File: src/rtl/assert_macros.svh
// ---------------------------------------------------------------------------
// Assertion macros
// Shared concurrent assertion wrappers for the safety check block.
// ---------------------------------------------------------------------------
`ifndef ASSERT_MACROS_SVH
`define ASSERT_MACROS_SVH

// property must hold at every clock edge outside reset
`define BSC_ASSERT(label, clk_s, rst_s, prop) \
  label: assert property (@(posedge clk_s) disable iff (rst_s) prop) \
    else $error("bsc assertion failed");

// expression must never be true outside reset
`define BSC_ASSERT_NEVER(label, clk_s, rst_s, expr) \
  label: assert property (@(posedge clk_s) disable iff (rst_s) !(expr)) \
    else $error("bsc forbidden condition seen");

`endif

File: src/rtl/bsc_pkg.sv
// ---------------------------------------------------------------------------
// bsc_pkg
// Types, sizes and codes shared by the safety check modules.
// ---------------------------------------------------------------------------
package bsc_pkg;

  localparam int THREAD_COUNT = 8;
  localparam int RES_KINDS    = 4;
  localparam int COUNT_BITS   = 8;

  localparam int THREAD_BITS = (THREAD_COUNT > 1) ? $clog2(THREAD_COUNT) : 1;
  localparam int PLACED_BITS = $clog2(THREAD_COUNT + 1);
  // avail plus every allocation added back cannot exceed this width
  localparam int WORK_BITS   = COUNT_BITS + $clog2(THREAD_COUNT + 1);

  // port field widths (fixed by the interface)
  localparam int IDX_W    = 3;
  localparam int FIELD_W  = 8;
  localparam int IN_DATA_W  = 72;
  localparam int OUT_DATA_W = 8;
  localparam int STATUS_W   = 3;
  localparam int ADDR_W     = 4;
  localparam int APB_DATA_W = 32;

  localparam logic REQ_LOAD  = 1'b0;
  localparam logic REQ_CHECK = 1'b1;

  typedef enum logic [STATUS_W-1:0] {
    STAT_LOAD_OK   = 3'd0,
    STAT_LOAD_OVER = 3'd1,
    STAT_ORDER     = 3'd2,
    STAT_SAFE      = 3'd3,
    STAT_DEADLOCK  = 3'd4
  } status_t;

  typedef enum logic [1:0] {
    ST_IDLE,
    ST_SCAN,
    ST_END
  } state_t;

  typedef logic [COUNT_BITS-1:0] cnt_t;
  typedef cnt_t [RES_KINDS-1:0]  row_t;
  typedef logic [WORK_BITS-1:0]  work_t;

  // controller -> datapath
  typedef struct packed {
    logic load;       // write row, queue load result
    logic start;      // open a check
    logic step;       // test thread under the scan pointer
    logic emit_safe;  // queue the closing safe result
  } ctrl_cmd_t;

  // datapath -> controller
  typedef struct packed {
    logic out_free;    // output register can take a result
    logic cand;        // scanned thread is unfinished and fits
    logic scan_last;   // scan pointer on the last thread
    logic last_place;  // one thread left to place
  } dp_stat_t;

endpackage

File: src/rtl/bankers_safety_check_top.sv
// ---------------------------------------------------------------------------
// bankers_safety_check_top
// Banker's algorithm safety check: thread row loads and safe-order search.
// ---------------------------------------------------------------------------
//
//  channel   dir  handshake              payload
//  --------  ---  ---------------------  ---------------------------------------
//  s_*       in   s_tvalid / s_tready    tuser: req_type; tdata: index, alloc, max
//  m_*       out  m_tvalid / m_tready    tuser: status; tdata: order_thread; tlast
//  APB       in   psel/penable/pready    avail_res0..3 at 0x0, 0x4, 0x8, 0xC
//
//  A load queues a single result.
//  A check scans one thread per cycle and restarts at thread 0 after each
//  placement. It ends with a safe result, or with a deadlock result when a
//  scan reaches the last thread with no unfinished thread that fits.
//  Any cycle in which the result register is full and not taken stalls the
//  scan. Reset is synchronous and active high; it zeroes the tables, the
//  config and check registers and the result valid flag.
//
module bankers_safety_check_top (
  input  logic                               clk,
  input  logic                               rst,
  // input item
  input  logic                               s_tvalid,
  output logic                               s_tready,
  // [2:0] thread_index, [10:3] alloc_res0, [18:11] alloc_res1,
  // [26:19] alloc_res2, [34:27] alloc_res3, [42:35] max_res0,
  // [50:43] max_res1, [58:51] max_res2, [66:59] max_res3, [71:67] zero
  input  logic [bsc_pkg::IN_DATA_W-1:0]      s_tdata,
  input  logic [0:0]                         s_tuser,   // [0] req_type
  // result item
  output logic                               m_tvalid,
  input  logic                               m_tready,
  output logic [bsc_pkg::OUT_DATA_W-1:0]     m_tdata,   // [2:0] order_thread, [7:3] zero
  output logic [bsc_pkg::STATUS_W-1:0]       m_tuser,   // [2:0] status
  output logic                               m_tlast,
  // configuration
  input  logic                               psel,
  input  logic                               penable,
  input  logic                               pwrite,
  input  logic [bsc_pkg::ADDR_W-1:0]         paddr,
  input  logic [bsc_pkg::APB_DATA_W-1:0]     pwdata,
  output logic [bsc_pkg::APB_DATA_W-1:0]     prdata,
  output logic                               pready
);

  bsc_pkg::ctrl_cmd_t cmd;
  bsc_pkg::dp_stat_t  stat;
  logic               cfg_wr;

  // no wait states; write lands in the access cycle
  assign pready = 1'b1;
  assign cfg_wr = psel && penable && pwrite && pready;

  bsc_ctrl u_ctrl (
    .clk      (clk),
    .rst      (rst),
    .s_tvalid (s_tvalid),
    .req_type (s_tuser[0]),
    .s_tready (s_tready),
    .stat     (stat),
    .cmd      (cmd)
  );

  bsc_dp u_dp (
    .clk      (clk),
    .rst      (rst),
    .cmd      (cmd),
    .stat     (stat),
    .s_tdata  (s_tdata),
    .cfg_wr   (cfg_wr),
    .paddr    (paddr),
    .pwdata   (pwdata),
    .prdata   (prdata),
    .m_tready (m_tready),
    .m_tvalid (m_tvalid),
    .m_tdata  (m_tdata),
    .m_tuser  (m_tuser),
    .m_tlast  (m_tlast)
  );

endmodule

File: src/rtl/bsc_ctrl.sv
// ---------------------------------------------------------------------------
// bsc_ctrl
// Sequencer for loads and safety check passes.
// ---------------------------------------------------------------------------
`include "assert_macros.svh"

module bsc_ctrl (
  input  logic               clk,
  input  logic               rst,
  input  logic               s_tvalid,
  input  logic               req_type,
  output logic               s_tready,
  input  bsc_pkg::dp_stat_t  stat,
  output bsc_pkg::ctrl_cmd_t cmd
);

  bsc_pkg::state_t state, state_next;

  always_ff @(posedge clk) begin
    if (rst) begin
      state <= bsc_pkg::ST_IDLE;
    end else begin
      state <= state_next;
    end
  end

  always_comb begin
    state_next = state;
    case (state)
      bsc_pkg::ST_IDLE: begin
        if (s_tvalid && stat.out_free && req_type == bsc_pkg::REQ_CHECK) begin
          state_next = bsc_pkg::ST_SCAN;
        end
      end
      bsc_pkg::ST_SCAN: begin
        if (stat.out_free) begin
          if (stat.cand && stat.last_place) begin
            state_next = bsc_pkg::ST_END;
          end else if (!stat.cand && stat.scan_last) begin
            state_next = bsc_pkg::ST_IDLE;   // deadlock reported
          end
        end
      end
      bsc_pkg::ST_END: begin
        if (stat.out_free) begin
          state_next = bsc_pkg::ST_IDLE;
        end
      end
      default: state_next = bsc_pkg::ST_IDLE;
    endcase
  end

  always_comb begin
    s_tready = 1'b0;
    cmd      = '0;
    case (state)
      bsc_pkg::ST_IDLE: begin
        s_tready = stat.out_free;
        if (s_tvalid && stat.out_free) begin
          cmd.load  = (req_type == bsc_pkg::REQ_LOAD);
          cmd.start = (req_type == bsc_pkg::REQ_CHECK);
        end
      end
      bsc_pkg::ST_SCAN: cmd.step      = stat.out_free;
      bsc_pkg::ST_END:  cmd.emit_safe = stat.out_free;
      default: ;
    endcase
  end

  `BSC_ASSERT(a_ready_only_idle, clk, rst, s_tready |-> state == bsc_pkg::ST_IDLE)

endmodule

File: src/rtl/bsc_dp.sv
// ---------------------------------------------------------------------------
// bsc_dp
// Tables, work vector, scan counters, config registers and result register.
// ---------------------------------------------------------------------------
`include "assert_macros.svh"

module bsc_dp (
  input  logic                               clk,
  input  logic                               rst,
  input  bsc_pkg::ctrl_cmd_t                 cmd,
  output bsc_pkg::dp_stat_t                  stat,
  input  logic [bsc_pkg::IN_DATA_W-1:0]      s_tdata,
  input  logic                               cfg_wr,
  input  logic [bsc_pkg::ADDR_W-1:0]         paddr,
  input  logic [bsc_pkg::APB_DATA_W-1:0]     pwdata,
  output logic [bsc_pkg::APB_DATA_W-1:0]     prdata,
  input  logic                               m_tready,
  output logic                               m_tvalid,
  output logic [bsc_pkg::OUT_DATA_W-1:0]     m_tdata,
  output logic [bsc_pkg::STATUS_W-1:0]       m_tuser,
  output logic                               m_tlast
);

  localparam int TB = bsc_pkg::THREAD_BITS;
  localparam int RK = bsc_pkg::RES_KINDS;
  localparam int FW = bsc_pkg::FIELD_W;
  localparam int IW = bsc_pkg::IDX_W;

  bsc_pkg::row_t  alloc_tab [bsc_pkg::THREAD_COUNT];
  bsc_pkg::row_t  need_tab  [bsc_pkg::THREAD_COUNT];
  bsc_pkg::cnt_t  avail     [RK];
  bsc_pkg::work_t work      [RK];

  logic [bsc_pkg::THREAD_COUNT-1:0] finished;
  logic [bsc_pkg::PLACED_BITS-1:0]  placed;
  logic [TB-1:0]                    scan_idx;

  logic                    out_valid;
  bsc_pkg::status_t        out_status;
  logic [IW-1:0]           out_thread;
  logic                    out_last;

  // load decode
  logic [IW-1:0]   ld_idx;
  logic [TB-1:0]   ld_row;
  logic            ld_in_range;
  bsc_pkg::row_t   ld_alloc, ld_need;
  logic            ld_over;
  bsc_pkg::cnt_t   ld_max;

  always_comb begin
    ld_idx      = s_tdata[IW-1:0];
    ld_row      = TB'(ld_idx);
    ld_in_range = int'(ld_idx) < bsc_pkg::THREAD_COUNT;
    ld_over     = 1'b0;
    for (int r = 0; r < RK; r++) begin
      ld_alloc[r] = bsc_pkg::COUNT_BITS'(s_tdata[IW + r*FW +: FW]);
      ld_max      = bsc_pkg::COUNT_BITS'(s_tdata[IW + (RK + r)*FW +: FW]);
      if (ld_alloc[r] > ld_max) begin
        ld_need[r] = '0;
        ld_over    = 1'b1;
      end else begin
        ld_need[r] = ld_max - ld_alloc[r];
      end
    end
  end

  // fit test of the thread under the scan pointer
  logic fit;
  always_comb begin
    fit = 1'b1;
    for (int r = 0; r < RK; r++) begin
      if (bsc_pkg::WORK_BITS'(need_tab[scan_idx][r]) > work[r]) fit = 1'b0;
    end
  end

  always_comb begin
    stat.out_free   = !out_valid || m_tready;
    stat.cand       = !finished[scan_idx] && fit;
    stat.scan_last  = int'(scan_idx) == bsc_pkg::THREAD_COUNT - 1;
    stat.last_place = int'(placed) == bsc_pkg::THREAD_COUNT - 1;
  end

  // config registers
  always_ff @(posedge clk) begin
    if (rst) begin
      for (int r = 0; r < RK; r++) avail[r] <= '0;
    end else if (cfg_wr) begin
      for (int r = 0; r < RK; r++) begin
        if (int'(paddr[bsc_pkg::ADDR_W-1:2]) == r) begin
          avail[r] <= bsc_pkg::COUNT_BITS'(pwdata);
        end
      end
    end
  end

  always_comb begin
    prdata = '0;
    for (int r = 0; r < RK; r++) begin
      if (int'(paddr[bsc_pkg::ADDR_W-1:2]) == r) prdata = bsc_pkg::APB_DATA_W'(avail[r]);
    end
  end

  // thread tables
  always_ff @(posedge clk) begin
    if (rst) begin
      for (int t = 0; t < bsc_pkg::THREAD_COUNT; t++) begin
        alloc_tab[t] <= '0;
        need_tab[t]  <= '0;
      end
    end else if (cmd.load && ld_in_range) begin
      alloc_tab[ld_row] <= ld_alloc;
      need_tab[ld_row]  <= ld_need;
    end
  end

  // check state
  always_ff @(posedge clk) begin
    if (rst) begin
      finished <= '0;
      placed   <= '0;
      scan_idx <= '0;
      for (int r = 0; r < RK; r++) work[r] <= '0;
    end else if (cmd.start) begin
      finished <= '0;
      placed   <= '0;
      scan_idx <= '0;
      for (int r = 0; r < RK; r++) work[r] <= bsc_pkg::WORK_BITS'(avail[r]);
    end else if (cmd.step) begin
      if (stat.cand) begin
        finished[scan_idx] <= 1'b1;
        placed             <= placed + 1'b1;
        scan_idx           <= '0;   // next pass restarts at the lowest thread
        for (int r = 0; r < RK; r++) begin
          work[r] <= work[r] + bsc_pkg::WORK_BITS'(alloc_tab[scan_idx][r]);
        end
      end else if (!stat.scan_last) begin
        scan_idx <= scan_idx + 1'b1;
      end
    end
  end

  // result register
  logic out_load;
  assign out_load = cmd.load || cmd.emit_safe ||
                    (cmd.step && (stat.cand || stat.scan_last));

  always_ff @(posedge clk) begin
    if (rst) begin
      out_valid <= 1'b0;
    end else if (out_load) begin
      out_valid <= 1'b1;
    end else if (m_tready) begin
      out_valid <= 1'b0;
    end
  end

  always_ff @(posedge clk) begin
    if (cmd.load) begin
      out_status <= (ld_in_range && ld_over) ? bsc_pkg::STAT_LOAD_OVER
                                             : bsc_pkg::STAT_LOAD_OK;
      out_thread <= '0;
      out_last   <= 1'b1;
    end else if (cmd.emit_safe) begin
      out_status <= bsc_pkg::STAT_SAFE;
      out_thread <= '0;
      out_last   <= 1'b1;
    end else if (cmd.step && stat.cand) begin
      out_status <= bsc_pkg::STAT_ORDER;
      out_thread <= IW'(scan_idx);
      out_last   <= 1'b0;
    end else if (cmd.step && stat.scan_last) begin
      out_status <= bsc_pkg::STAT_DEADLOCK;
      out_thread <= '0;
      out_last   <= 1'b1;
    end
  end

  assign m_tvalid = out_valid;
  assign m_tdata  = bsc_pkg::OUT_DATA_W'(out_thread);
  assign m_tuser  = out_status;
  assign m_tlast  = out_last;

  `BSC_ASSERT(a_placed_matches_flags, clk, rst, $countones(finished) == int'(placed))
  `BSC_ASSERT_NEVER(a_order_not_last, clk, rst,
                    out_valid && out_status == bsc_pkg::STAT_ORDER && out_last)

endmodule
File: config.mk
export PLATFORM = sky130hd
export DESIGN_NAME = bankers_safety_check_top
export DESIGN_NICKNAME = d
export VERILOG_FILES = /design/src/rtl/bsc_pkg.sv /design/src/rtl/bankers_safety_check_top.sv /design/src/rtl/bsc_ctrl.sv /design/src/rtl/bsc_dp.sv
export VERILOG_INCLUDE_DIRS = /design/src /design/src/rtl
export SDC_FILE = /design/constraint.sdc
export NUM_CORES = 1
export LEC_CHECK = 0
export ABC_AREA = 1
export BUFFER_PORTS_ARGS = -buffer_cell sky130_fd_sc_hd__clkbuf_2
export CAP_MARGIN = 20
export CORE_ASPECT_RATIO = 0.7
export CORE_MARGIN = 10
export CORE_UTILIZATION = 24
export CTS_BUF_LIST = sky130_fd_sc_hd__clkbuf_16
export DETAILED_ROUTE_END_ITERATION = 16
export SLEW_MARGIN = 20
export SYNTH_ARGS = -nofsm -noshare
export SYNTH_HDL_FRONTEND = slang
export SYNTH_SLANG_ARGS = --single-unit
File: constraint.sdc
create_clock -name clk -period 3.5 [get_ports clk]
set_input_delay 0.35 -clock clk [delete_from_list [all_inputs] [get_ports clk]]
set_output_delay 0.35 -clock clk [all_outputs]
set_load 0.01 [all_outputs]
==> flow_metrics.env <==
export IMPL_power_total_mw=18.47
export IMPL_finalSetupViolCount=0
export IMPL_fin_ws_ns=0.2103
export IMPL_hp_class="input port to register"
export IMPL_slew_headroom_pct=24.45
export IMPL_cts_buffers=67
export IMPL_run_status="finished clean"
export IMPL_fin_cells=5072
export IMPL_critPathBufInv=4
export IMPL_timing_final_hold_violations=0
export IMPL_coreArea_mm2=0.1266
export IMPL_cp_max_fo=24
export IMPL_drt_iter0_drc=2310
export IMPL_slew_viol_final=0
export IMPL_cap_violations=0
export IMPL_io_pins=163
export IMPL_vias=23460
export IMPL_num_rows=109
export IMPL_dp_cells=4934
export IMPL_clock_latency_ns=0.62
export IMPL_p_sw_share_pct=27.50
export IMPL_die_w_um=447.3
export IMPL_critical_path_class="register to register"
export IMPL_grt_max_degree=65
export IMPL_grt_antenna_before_repair=2
export IMPL_min_path_cells=2
export IMPL_max_freq_mhz=304.0
export IMPL_drc=0
export IMPL_drt_total_wl_mm=93.44
export IMPL_gp_congestion=0.8384
export IMPL_die_h_um=319.1
export IMPL_fp_dieArea_mm2=0.1427
export IMPL_synth_avg_cell_area_um2=9.607
export IMPL_pwr_share_comb_pct=15.1
export IMPL_worst_pin_slew_ns=1.133
export IMPL_p_clk_share_pct=38.3
export IMPL_synth_seq_cells=620
export IMPL_wire_per_inst_um=18.42
export IMPL_grt_total_usage_pct=12.36
export IMPL_r2r_slack_ns=0.21
export IMPL_clockRootBuffer="clkbuf_16"
export IMPL_grt_pass1_wl_mm=137.4
export IMPL_leakage_nw=14.39
export IMPL_start_util_pct=24.23
export IMPL_holdPathEnd="u_ctrl.state[1]$_SDFFE_PP0P_"
export IMPL_cp_slowest_cell="dfxtp_4"
export IMPL_port_buffer_count=101
export IMPL_netlist_instances=3192
export IMPL_crit_required_ns=3.94
export IMPL_r2r_end="u_dp.work[0][7]$_DFFE_PP_"
export IMPL_p_seq_share_pct=46.5
export IMPL_layout_commonest_cell="nor2_1"
export IMPL_cts_max_level=3
export IMPL_first_pass_iters=6
export IMPL_yosysSeqAreaShare_pct=59.76
export IMPL_max_stage_delay_ns=0.41
export IMPL_p_int_mw=13.39
export IMPL_cts_max_path_buffers=3
export IMPL_vdd_drop_max_uv=345.5
export IMPL_ant_nets=0
export IMPL_switchingPower_mw=5.078
export IMPL_syn_to_final_growth_pct=19.30
export IMPL_cts_tree="done"
export IMPL_layout_common_cells="1039 x nor2_1, 591 x edfxtp_1, 305 x o21ai_0, 252 x nand2_1, 204 x inv_1"
export IMPL_final_nets=3574
export IMPL_finalWorstPathRequiredPeriod_ns=3.290
export IMPL_rr_worst_depth=20
export IMPL_syn_area_mm2=0.03067
export IMPL_synth_distinct_cells=49
export IMPL_final_layout_size_suffix_gt1_share_pct=12.45
export IMPL_place_hpwl_mm=59.29
export IMPL_yosys_warnings=0
export IMPL_dp_slack_ns=0.1150
export IMPL_start_kind="register"
export IMPL_cp_top_family="compound AO/OA/AOI/OAI gates"
export IMPL_fin_crit_sh_pct=93.99
export IMPL_clkSlewWorstSetupHoldPaths_ns=0.06
export IMPL_ctsHoldBuffers=0
export IMPL_grt_setup_unrepaired="yes"
export IMPL_grt_ovfl_total=0
export IMPL_routed_via_density=4.626
export IMPL_clock_sinks=620
export IMPL_hold_start="rst"
export IMPL_cp_arrival_ns=3.73
export IMPL_p_per_area_mw_per_mm2=504.8
export IMPL_crit_chain="inv_8, buf_12, o21ai_0, o22ai_1, nor2_1, a31oi_1, buf_4, ha_1, a21oi_1, nor2_1, nor2_1, nand2_1, nand2_1, nand2_2, nor2_4, nand2_4, nor2_8, buf_6, nand2_1, o21ai_0"
export IMPL_cp_end_kind="register"
export IMPL_finClkSkew_ns=0.04087
export IMPL_grt_pass1_vias=22360
## power groups by stage
stage | Clock, mW | Sequential [mW] | Combinational, mW
floorplan | 0 | 8.72 | 1.68
global placement | 0 | 8.74 | 2.71
detailed placement | 0 | 8.74 | 2.73
CTS | 7.18 | 8.59 | 2.74
global route | 7.49 | 8.62 | 3.12
finish | 7.08 | 8.59 | 2.79
## per-stage QoR
step | utilization, % | TNS (ns) | instance area (µm²) | hold slack (ns)
2_1_floorplan | - | 0 | 30770 | 0.4191
3_3_place_gp | 26.92 | 0 | 34070 | 0.4333
6_report | 28.91 | 0 | 36590 | 0.05719
4_1_cts | 28.64 | 0 | 36250 | 0.03241
5_1_grt | 28.91 | -0.01168 | 36580 | 0.05419
3_5_place_dp | 26.92 | 0 | 34070 | 0.4364
## worst max path at each step
| stage | slack (ns) | to | startpoint | cells past startpoint |
|---|---|---|---|---|
| 2_1_floorplan | 0.18 | u_dp.work[0][0]$_DFFE_PP_ | register | 23 |
| 3_3_place_gp | 0.14 | u_dp.work[0][11]$_SDFFCE_PN0P_ | register | 19 |
| 3_5_place_dp | 0.11 | u_dp.work[0][7]$_DFFE_PP_ | register | 21 |
| 4_1_cts | 0.08 | u_dp.work[0][7]$_DFFE_PP_ | register | 21 |
| 5_1_grt | -0.01 | u_dp.work[2][9]$_SDFFE_PP0P_ | register | 22 |
| 6_report | 0.21 | u_dp.work[0][7]$_DFFE_PP_ | register | 20 |
## state kept, by name, indices dropped and copies added (netlist names), named ones only
signal / count
u_dp.finished: 8
u_dp.avail: 32
u_dp.out_thread: 3
u_dp.placed: 4
u_ctrl.state: 2
u_dp.scan_idx: 3
u_dp.m_tuser: 3
u_dp.work: 48
u_dp.m_tvalid: 1
u_dp.need_tab: 256
u_dp.m_tlast: 1
u_dp.alloc_tab: 256
## metal layers
| metal | vias to the layer above | global-route usage (%) | wire, µm |
|---|---|---|---|
| met5 | - | 0 | 11 |
| li1 | 11140 | - | - |
| met2 | 918 | 19.56 | 42410 |
| met3 | 160 | 2.448 | 7673 |
| met1 | 11240 | 16.71 | 39990 |
| met4 | 2 | 4.385 | 3353 |
## kinds of logic after synthesis
| kind of cell | count (synthesis) | synth area share [%] |
|---|---|---|
| xor+xnor | 27 | 0.7711 |
| compound gates | 589 | 10.66 |
| buf+inv | 420 | 5.969 |
| other cells | 2 | 0.02449 |
| flops | 620 | 59.76 |
| fa+ha+maj | 107 | 4.561 |
| simple gates | 1427 | 18.25 |
## synth_stat cells, drive strengths merged
master | n | area, µm²
xnor2 | 7 | 61.31
o22ai | 86 | 538.0
nand4 | 15 | 93.84
a211oi | 1 | 7.510
clkbuf | 87 | 326.6
a221oi | 2 | 17.52
conb | 2 | 7.510
o31ai | 1 | 7.510
fa | 8 | 160.2
o221ai | 4 | 35.03
o211ai | 13 | 102.6
a21oi | 89 | 464.2
or2 | 13 | 81.33
xor2 | 20 | 175.2
and3 | 1 | 6.260
nand3b | 4 | 30.03
ha | 99 | 1239
o21ai | 324 | 1648
nand3 | 65 | 330.3
a21o | 2 | 15.01
dfxtp | 29 | 580.6
buf | 110 | 664.4
o2111ai | 2 | 17.52
nand2 | 274 | 1039
nor2 | 1046 | 3965
inv | 194 | 730.7
clkinv | 29 | 108.9
nor3b | 1 | 12.51
edfxtp | 591 | 17750
o311ai | 1 | 8.760
a31oi | 59 | 369.1
a21boi | 4 | 30.03
nor3 | 8 | 40.04
o21a | 1 | 7.510
## final cells by class
cell class | instances | area, µm²
clock buffer | 68 | 1702
clock inverter | 55 | 479.2
multi-input combinational | 2180 | 10770
inverter | 223 | 862.1
fill | 13160 | 89980
sequential | 620 | 18340
timing repair buffer | 259 | 2349
tap | 1665 | 2083
antenna | 2 | 5.005
## repair_timing
item,in CTS,in global routing
resized for setup,0,29
setup endpoints to repair,0,118
buffers inserted,0,7
## worst reg2reg max path: cells and delay by family, from the launching register on
| kind | cells | cell delay (ns) |
|---|---|---|
| and+or+nand+nor | 10 | 0.88 |
| buffers and inverters | 4 | 0.71 |
| AOI/OAI and AO/OA | 5 | 0.86 |
| adders and majority gates | 1 | 0.23 |
| DFF | 1 | 0.41 |
Note: power is estimated with default switching activity, not from simulation.
